`src/hdl/hcsb_pkg.sv`:
```
// Package: shared types, codes and the hex digit decoder of the hex colon string parser.
`timescale 1ns / 1ps
`default_nettype none

package hcsb_pkg;

	// Register map
	localparam int unsigned APB_ADDR_W = 3;
	localparam logic [APB_ADDR_W-1:0] ADDR_MAX_BYTES = 3'd0;
	localparam logic [7:0] MAX_BYTES_RST = 8'd6;

	// Character codes
	localparam logic [7:0] CH_NUL   = 8'h00;
	localparam logic [7:0] CH_COLON = 8'h3a;
	localparam logic [7:0] CH_ZERO  = 8'h30;
	localparam logic [7:0] CH_NINE  = 8'h39;
	localparam logic [7:0] CH_LC_A  = 8'h61;
	localparam logic [7:0] CH_LC_F  = 8'h66;
	localparam logic [7:0] CASE_BIT = 8'h20;
	localparam logic [7:0] LC_BASE  = CH_LC_A - 8'd10;

	// Parser phase, one-hot
	typedef enum logic [2:0] {
		PH_FIRST  = 3'b001,
		PH_SECOND = 3'b010,
		PH_COLON  = 3'b100
	} phase_t;

	// Completion status
	typedef enum logic [1:0] {
		ST_OK      = 2'd0,
		ST_INVALID = 2'd1,
		ST_LONG    = 2'd2
	} status_t;

	typedef struct packed {
		logic       ok;
		logic [3:0] val;
	} hex_t;

	// Decode one character as a hex digit of either case
	function automatic hex_t hex_decode(input logic [7:0] c);
		logic [7:0] lc;
		logic [7:0] dv;
		logic [7:0] lv;
		hex_t       h;
		lc = c | CASE_BIT;
		dv = c - CH_ZERO;
		lv = lc - LC_BASE;
		h.ok  = 1'b0;
		h.val = 4'd0;
		if (c >= CH_ZERO && c <= CH_NINE) begin
			h.ok  = 1'b1;
			h.val = dv[3:0];
		end else if (lc >= CH_LC_A && lc <= CH_LC_F) begin
			h.ok  = 1'b1;
			h.val = lv[3:0];
		end
		return h;
	endfunction

endpackage

`default_nettype wire

```
`src/hdl/hex_colon_string_to_bytes.sv`:
```
// Top level: streaming parser of colon separated hex strings into bytes.
`timescale 1ns / 1ps
`default_nettype none

// Takes one character per transfer on ch and turns groups of one or two hex
// digits (either case, optionally followed by a colon) into bytes on the
// result channel. A zero character ends the string with status ok; a bad
// character ends it with invalid; characters beyond max_bytes bytes end it
// with too-long. Bytes already delivered stay delivered. Every ending rearms
// the parser with the byte budget reloaded from max_bytes; a write to
// max_bytes takes effect at the next rearm. One character is accepted every
// cycle unless a character with a result is held while the previous result
// waits; a result passes the input register, then the result register, and
// the result register lets the next character in while the previous result
// waits. Characters that complete no byte and end nothing give no result.
module hex_colon_string_to_bytes
	import hcsb_pkg::*;
(
	input  wire logic                  clk,
	input  wire logic                  arst_n,
	// Character channel
	input  wire logic                  ch_valid,
	output logic                       ch_ready,
	input  wire logic [7:0]            ch,
	// Result channel
	output logic                       res_valid,
	input  wire logic                  res_ready,
	output logic [7:0]                 byte_value,
	output logic                       byte_valid,
	output logic                       finished,
	output logic [1:0]                 status,
	// Configuration port
	input  wire logic                  psel,
	input  wire logic                  penable,
	input  wire logic                  pwrite,
	input  wire logic [APB_ADDR_W-1:0] paddr,
	input  wire logic [31:0]           pwdata,
	output logic [31:0]                prdata,
	output logic                       pready
);

	logic [7:0] max_bytes_q;
	phase_t     phase_q;
	logic [3:0] high_nibble_q;
	logic [7:0] bytes_left_q;

	logic       vld_s1;
	logic [7:0] ch_s1;

	logic       res_valid_s2;
	logic [7:0] res_byte_s2;
	logic       res_bvld_s2;
	logic       res_fin_s2;
	status_t    res_status_s2;

	hex_t       hx;
	logic       is_colon;
	logic       is_nul;
	logic       emit;
	logic       e_byte;
	logic       e_fin;
	status_t    e_status;
	logic [7:0] e_val;
	phase_t     phase_d;
	logic [3:0] high_nibble_d;
	logic [7:0] bytes_left_d;
	logic       s1_adv;

	// Configuration register
	assign pready = 1'b1;
	always_ff @(posedge clk or negedge arst_n) begin
		if (!arst_n) begin
			max_bytes_q <= MAX_BYTES_RST;
		end else if (psel && penable && pwrite && pready && paddr == ADDR_MAX_BYTES) begin
			max_bytes_q <= pwdata[7:0];
		end
	end

	always_comb begin
		prdata = 32'd0;
		if (paddr == ADDR_MAX_BYTES) begin
			prdata = {24'd0, max_bytes_q};
		end
	end

	// Decode the registered character and work out the next state
	always_comb begin
		hx            = hex_decode(ch_s1);
		is_colon      = (ch_s1 == CH_COLON);
		is_nul        = (ch_s1 == CH_NUL);
		emit          = 1'b0;
		e_byte        = 1'b0;
		e_fin         = 1'b0;
		e_status      = ST_OK;
		e_val         = 8'd0;
		phase_d       = phase_q;
		high_nibble_d = high_nibble_q;
		bytes_left_d  = bytes_left_q;
		if (phase_q == PH_SECOND) begin
			if (hx.ok || is_colon || is_nul) begin
				emit   = 1'b1;
				e_byte = 1'b1;
				e_val  = hx.ok ? {high_nibble_q, hx.val} : {4'd0, high_nibble_q};
				if (bytes_left_q != 8'd0) begin
					bytes_left_d = bytes_left_q - 8'd1;
				end
				if (is_nul) begin
					e_fin = 1'b1;
				end else begin
					phase_d = PH_COLON;
				end
			end else begin
				emit     = 1'b1;
				e_fin    = 1'b1;
				e_status = ST_INVALID;
			end
		end else if (phase_q == PH_COLON && is_colon) begin
			// Skip the optional colon
			phase_d = PH_FIRST;
		end else begin
			phase_d = PH_FIRST;
			if (is_nul) begin
				emit  = 1'b1;
				e_fin = 1'b1;
			end else if (bytes_left_q == 8'd0) begin
				emit     = 1'b1;
				e_fin    = 1'b1;
				e_status = ST_LONG;
			end else if (!hx.ok) begin
				emit     = 1'b1;
				e_fin    = 1'b1;
				e_status = ST_INVALID;
			end else begin
				high_nibble_d = hx.val;
				phase_d       = PH_SECOND;
			end
		end
		// Rearm on every ending
		if (e_fin) begin
			phase_d       = PH_FIRST;
			high_nibble_d = 4'd0;
			bytes_left_d  = max_bytes_q;
		end
	end

	// Advance stage 1 when its result, if any, has room
	assign s1_adv   = vld_s1 && (!emit || !res_valid_s2 || res_ready);
	assign ch_ready = !vld_s1 || s1_adv;

	// Input register
	always_ff @(posedge clk or negedge arst_n) begin
		if (!arst_n) begin
			vld_s1 <= 1'b0;
		end else if (ch_ready) begin
			vld_s1 <= ch_valid;
		end
	end

	always_ff @(posedge clk) begin
		if (ch_valid && ch_ready) begin
			ch_s1 <= ch;
		end
	end

	// Parser state
	always_ff @(posedge clk or negedge arst_n) begin
		if (!arst_n) begin
			phase_q       <= PH_FIRST;
			high_nibble_q <= 4'd0;
			bytes_left_q  <= MAX_BYTES_RST;
		end else if (s1_adv) begin
			phase_q       <= phase_d;
			high_nibble_q <= high_nibble_d;
			bytes_left_q  <= bytes_left_d;
		end
	end

	// Result register
	always_ff @(posedge clk or negedge arst_n) begin
		if (!arst_n) begin
			res_valid_s2 <= 1'b0;
		end else if (s1_adv && emit) begin
			res_valid_s2 <= 1'b1;
		end else if (res_ready) begin
			res_valid_s2 <= 1'b0;
		end
	end

	always_ff @(posedge clk) begin
		if (s1_adv && emit) begin
			res_byte_s2   <= e_val;
			res_bvld_s2   <= e_byte;
			res_fin_s2    <= e_fin;
			res_status_s2 <= e_status;
		end
	end

	assign res_valid  = res_valid_s2;
	assign byte_value = res_byte_s2;
	assign byte_valid = res_bvld_s2;
	assign finished   = res_fin_s2;
	assign status     = res_status_s2;

	// Every result carries a byte or ends the string
	a_res_nonempty: assert property (@(posedge clk) disable iff (!arst_n)
		res_valid |-> (byte_valid || finished))
		else $error("result with neither byte nor finish");

	// A byte shares a result only with an ok ending
	a_byte_fin_ok: assert property (@(posedge clk) disable iff (!arst_n)
		(res_valid && byte_valid && finished) |-> (status == ST_OK))
		else $error("byte delivered with failing status");

	// An ending rearms the parser with the budget reloaded
	a_rearm: assert property (@(posedge clk) disable iff (!arst_n)
		(s1_adv && e_fin) |=> (phase_q == PH_FIRST && high_nibble_q == 4'd0
			&& bytes_left_q == $past(max_bytes_q)))
		else $error("parser not rearmed after ending");

	// A non-final byte leaves the parser waiting for the optional colon
	a_byte_colon: assert property (@(posedge clk) disable iff (!arst_n)
		(s1_adv && e_byte && !e_fin) |=> (phase_q == PH_COLON))
		else $error("phase not advanced after byte");

endmodule

`default_nettype wire

```
`config.mk`:
```
export PLATFORM = sky130hd
export DESIGN_NAME = hex_colon_string_to_bytes
export DESIGN_NICKNAME = d
export VERILOG_FILES = /design/src/hdl/hcsb_pkg.sv /design/src/hdl/hex_colon_string_to_bytes.sv
export SDC_FILE = /design/constraint.sdc
export NUM_CORES = 1
export LEC_CHECK = 0
export ABC_AREA = 1
export BUFFER_PORTS_ARGS = -buffer_cell sky130_fd_sc_hd__buf_2
export CORE_MARGIN = 4
export CORE_UTILIZATION = 49
export CTS_CLUSTER_DIAMETER = 200
export DETAILED_ROUTE_END_ITERATION = 8
export GPL_TIMING_DRIVEN = 1
export PLACE_DENSITY = 0.85
export SLEW_MARGIN = 5
export SYNTH_ARGS = -nofsm -noshare
export SYNTH_HDL_FRONTEND = slang
export SYNTH_SLANG_ARGS = --single-unit
```
`constraint.sdc`:
```
create_clock -name clk -period 2.2 [get_ports clk]
set_input_delay 0.22 -clock clk [delete_from_list [all_inputs] [get_ports clk]]
set_output_delay 0.22 -clock clk [all_outputs]
set_load 0.005 [all_outputs]
```
# == After elaboration in Yosys (flattened, before gate mapping) ==
# Cells that the tools add are included.
# op_classes
addsub,3
magnitude_cmp,4
eq_ne,9
n_mux,39
reduce_logical,31
# op_table
op,n
$mux 8,5
$mux 4,7
$logic_not 8->1,2
$mux 2,8
$mux 1,13
$mux 3,4
$mux 5,2
$reduce_bool 2->1,5
$logic_and 1x1->1,9
$eq 8x6->1 const B,1
$ge 8x6->1 const B,1
$ge 8x7->1 const B,1
$le 8x6->1 const B,1
$le 8x7->1 const B,1
$reduce_bool 8->1,1
$sub 8x1->8 const B,1
$ne 2x2->1 const B,3
$reduce_and 3->1,2
$reduce_and 6->1,1
$logic_or 1x1->1,5
$reduce_and 4->1,1
$sub 4x1->4 const B,1
$sub 4x3->4 const B,1
$eq 3x2->1 const B,1
7 further kinds,9
# totals
reg_bits,45
inputBits,50
wordCells,98

# == Logic depth before layout (Yosys ltp) ==
# logic_depth
ltp_word,15
ltp_mapped,14

# == Worst setup path after synthesis ==
# No wires, ideal clock.
# synth_path
kind,reg-to-reg
startpoint,register ch_s1[0]
endpoint,"register ch_s1[0], enable pin"
setup_time_ns,0.324
arrival_time_ns,1.644
path_slack_ns,0.232
path_stages_with_launch,13
n_path_buf,0
synth_period_minus_slack_ns,1.968
cell_sequence,edfxtp_1 inv_1 ha_1 o21ai_1 nand2_1 nand2_2 nand2_4 nand2_2 nand2_2 nand2_4 nand3_1 nand2_1 inv_1
# synth_between
elab_chain_cells,15
# synth_rtl
item,line,text
start: declaration,hex_colon_string_to_bytes.sv:48,logic [7:0] ch_s1;
start signal: assignment,hex_colon_string_to_bytes.sv:161,ch_s1 <= ch;
$ge 8x7->1 or $le 8x7->1 (tied branches),hcsb_pkg.sv:55,end else if (lc >= CH_LC_A && lc <= CH_LC_F) begin
$logic_and 1x1->1,hcsb_pkg.sv:55,
$mux 5,hcsb_pkg.sv:55,
$mux 5,hcsb_pkg.sv:52,if (c >= CH_ZERO && c <= CH_NINE) begin
$mux 1,hex_colon_string_to_bytes.sv:129,end else if (!hx.ok) begin
$mux 1,hex_colon_string_to_bytes.sv:125,end else if (bytes_left_q == 8'd0) begin
$mux 1,hex_colon_string_to_bytes.sv:122,if (is_nul) begin
$mux 1 (*),hex_colon_string_to_bytes.sv:117,end else if (phase_q == PH_COLON && is_colon) begin
$mux 1 (*),hex_colon_string_to_bytes.sv:99,if (phase_q == PH_SECOND) begin
$logic_not 1->1 (*),hex_colon_string_to_bytes.sv:147,assign s1_adv = vld_s1 && (!emit || !res_valid_s2 || res_ready);
$logic_or 1x1->1 (*) (2 in a row),hex_colon_string_to_bytes.sv:147,
$logic_and 1x1->1 (*),hex_colon_string_to_bytes.sv:147,
$logic_or 1x1->1 (*),hex_colon_string_to_bytes.sv:148,assign ch_ready = !vld_s1 || s1_adv;
net ch_ready,hex_colon_string_to_bytes.sv:23,"output logic ch_ready,"
$logic_and 1x1->1 (*),hex_colon_string_to_bytes.sv:160,if (ch_valid && ch_ready) begin
# The timed path passes the listed nets; every way through them passes the cells marked *.
# A chain may end at the register's enable or synchronous reset.

# == Worst setup path in the final report ==
# layout_path
startpoint,register ch_s1[0]
endpoint,output ch_ready
# layout_between
elab_chain_cells,14
# layout_rtl
item,line
$ge 8x7->1 or $le 8x7->1 (tied branches),hcsb_pkg.sv:55
$logic_and 1x1->1,hcsb_pkg.sv:55
$mux 5,hcsb_pkg.sv:55
$mux 5,hcsb_pkg.sv:52
$mux 1,hex_colon_string_to_bytes.sv:129
$mux 1,hex_colon_string_to_bytes.sv:125
$mux 1,hex_colon_string_to_bytes.sv:122
$mux 1 (*),hex_colon_string_to_bytes.sv:117
$mux 1 (*),hex_colon_string_to_bytes.sv:99
$logic_not 1->1 (*),hex_colon_string_to_bytes.sv:147
$logic_or 1x1->1 (*) (2 in a row),hex_colon_string_to_bytes.sv:147
$logic_and 1x1->1 (*),hex_colon_string_to_bytes.sv:147
$logic_or 1x1->1 (*),hex_colon_string_to_bytes.sv:148
end: declaration,hex_colon_string_to_bytes.sv:23
# Every way passes the cells marked *; elsewhere a longest branch is shown, timed or not.

==> impl_metrics.yaml <==
status:
  status: "completed"
power:
  power_density_nw_per_um2: 792
  max-vdd-ir-drop_v: 0.000421
  p_total_uw: 2390
  p_leak_uw: 0.00150
worst_setup_path:
  cp.arrival_ns: 1.85
  startpoint_type: "flop"
  worstSetupPathType: "flop to output pin"
  worstPathRequired_ns: 1.98
  r2r_cells: 12
  critical_path_peak_fanout: 5
  endpoint_kind: "output pin"
clock_tree:
  cts_made_buffers: 5
  cts-htree-levels: 2
  cts.sinks: 45
  clockBufferDepth: 2
  clock_latency_ns: 0.30
  clk_pin_slew_ns: 0.08
  cts_tree: "done"
  root_buffer: "clkbuf_8"
global_route:
  grt_usage: 0.161
  grt_remaining_overflow: 0
  met1_usage: 0.203
  grt_pass1_wl_um: 8190
  antenna_found_initial: 0
  grtUsageMet2: 0.267
  grtUsageMet3: 0.0366
  grt_pass1_vias: 1873
  grt_max_degree: 26
  top_usage_layer: "met2"
timing:
  relSlewSlack: 0.629
  final.min_clock_period_ns: 2.07
  slew_violations: 0
  fmax_mhz: 482
  setup_violations: 0
  worst_pin_slew_ns: 0.557
  hold_slack_ns: 0.0893
  worst_clock_skew_ns: 0.00496
  fin_crit_sh: 0.943
  finalHoldViolCount: 0
  setup_ws_ns: 0.126
synth:
  synth_ff_type: "edfxtp_1"
  yosysWarnings: 0
  yosysUniqueCellTypes: 35
  ys_top_cells_by_area: "edfxtp_1, dfrtp_1, nand2_1, buf_4, inv_1"
  yosysTopAreaCellShare: 0.232
  synthCells: 305
  async_flop_share: 0.556
  synth_common_cells: "nand2_1, inv_1, nor2_1, buf_4"
  synth_most_common_cell: "nand2_1"
  avgSynthCellArea_um2: 8.50
  seq_area_frac_synth: 0.475
  synth_edf_count: 20
  netlist_area_um2: 2590
  synth-seq-cells: 45
  yosys.area.top_type: "edfxtp_1"
floorplan:
  die_w_um: 80.8
  die-area_um2: 6520
  die_y_um: 80.8
  initial_core_util: 0.508
  coreArea_um2: 5110
  rows: 26
  num_io_pins: 97
final_layout:
  drive_gt1_frac: 0.264
  multiInputGateArea_um2: 1110
  seq_area_um2: 1230
  area_growth_pct: 16.3
  finalNonFillerCells: 434
  nFillCells: 452
  nNetsFinal: 419
  antenna_cells: 0
hold_path:
  min_path_type: "primary input to flop"
  holdPathStages: 1
routing:
  first_pass_iters: 4
  viasPerCell: 4.64
  wl_per_cell_um: 11.1
  ant_nets: 0
  vias: 2014
  drt-total-wl_um: 4810
  first_iter_violations: 92
  drc: 0
place:
  preCtsSetupSlack_ns: 0.0584
  io_buffer_count: 47
  globalplace.congestion: 0.815
  dp_hpwl_um: 3630
  dp.cells: 421
flow_run:
  drv_cap: 0
[placed cells by master (no fill, tap or decap), types with 2 or more instances in the layout]
cell type  netlist  layout
a21oi_1          4       4
nand4_1          4       4
o22ai_1          2       2
o21ai_0         10      10
buf_4           25       6
nand2_2          8       7
clkbuf_8         0       5
o21ai_1          3       3
xor2_1           4       4
nor2_4           2       2
nor2_2           2       2
dfrtp_1         20      20
ha_1             6       4
nor2_1          26      26
nand2_1         90      90
ha_2             0       2
inv_1           36      34
nor3b_1          2       2
nand3_1         12      11
inv_2            2       3
buf_12           0       2
nand2_4          5       6
nand3_2          1       2
edfxtp_1        20      20
dfstp_2          5       5
buf_2            1      47
conb_1           2      25
xnor2_1          3       3
[report_power, final]
group          internal [uW]  leakage (uW)  switching [uW]
Clock                    335     0.0000528             265
Combinational            245      0.000962             371
Sequential              1060      0.000489             111
Total                   1640       0.00150             747
[per-stage QoR]
| step | instance area (um2) | utilization | setup TNS [ns] |
|---|---|---|---|
| 2_1_floorplan | 2680 | - | 0 |
| 5_1_grt | 3020 | 0.590 | -0.0139 |
| 4_1_cts | 2960 | 0.580 | 0 |
| 3_3_place_gp | 2840 | 0.556 | 0 |
| 3_5_place_dp | 2840 | 0.556 | 0 |
| 6_report | 3020 | 0.590 | 0 |
[metal layers]
metal,up-vias,part of all wire
met3,11,0.063
met1,925,0.42
li1,1020,-
met5,-,0
met2,58,0.50
met4,0,0.024
[worst paths after layout]
check	slack, ns	from	to
min	0.09	ch[3]	ch_s1[3]$_DFFE_PP_
max	0.13	ch_s1[0]$_DFFE_PP_	ch_ready
min in group asynchronous	0.44	arst_n	high_nibble_q[1]$_DFFE_PN0P_
max in group asynchronous	1.39	arst_n	max_bytes_q[1]$_DFFE_PN1P_
min reg2reg	0.48	bytes_left_q[1]$_DFFE_PN1P_	bytes_left_q[1]$_DFFE_PN1P_
max reg2reg	0.17	ch_s1[0]$_DFFE_PP_	byte_value[5]$_SDFFCE_PN0P_
[repair_timing]
action,in CTS,in global routing
endpoints found under the hold margin,20,0
pin swaps,0,3
setup endpoints to repair,1,21
gates resized for setup,0,6
hold buffers,1,0
buffers inserted,1,3
[logic make-up (layout without fill, tap and decap cells)]
| family | Yosys count | count (layout) | share of synthesized area |
|---|---|---|---|
| AOI/OAI and AO/OA | 20 | 20 | 0.0410 |
| adders and majority gates | 6 | 6 | 0.0289 |
| xor gates and xnor gates | 7 | 7 | 0.0236 |
| DFF | 45 | 45 | 0.475 |
| buffers and inverters | 67 | 103 | 0.137 |
| and+or+nand+nor | 158 | 158 | 0.291 |
| other | 2 | 25 | 0.00290 |
[sequential cells by signal, summed over array words and instances (netlist names)]
signal         count
high_nibble_q      4
ch_s1              8
bytes_left_q       8
res_valid          1
byte_valid         1
byte_value         8
phase_q            3
vld_s1             1
status             2
max_bytes_q        8
finished           1
[final cells by class]
| type | instances | area share |
|---|---|---|
| Clock buffer | 6 | 0.0241 |
| Clock inverter | 2 | 0.0112 |
| Inverter | 39 | 0.0506 |
| Multi-Input combinational cell | 216 | 0.367 |
| Sequential cell | 45 | 0.409 |
| Tap cell | 70 | 0.0290 |
| Timing Repair Buffer | 56 | 0.110 |
[critical path: stages (launching register included)]
cell and delay (ns):
edfxtp_1 0.45, ha_2 0.21, o21ai_1 0.12, nand2_1 0.10, nand2_2 0.11, nand2_4 0.09, nand2_2 0.08, nand2_2 0.06
nand2_4 0.09, nand3_2 0.09, buf_2 0.15
No activity file was read; power rests on OpenSTA's default activity.
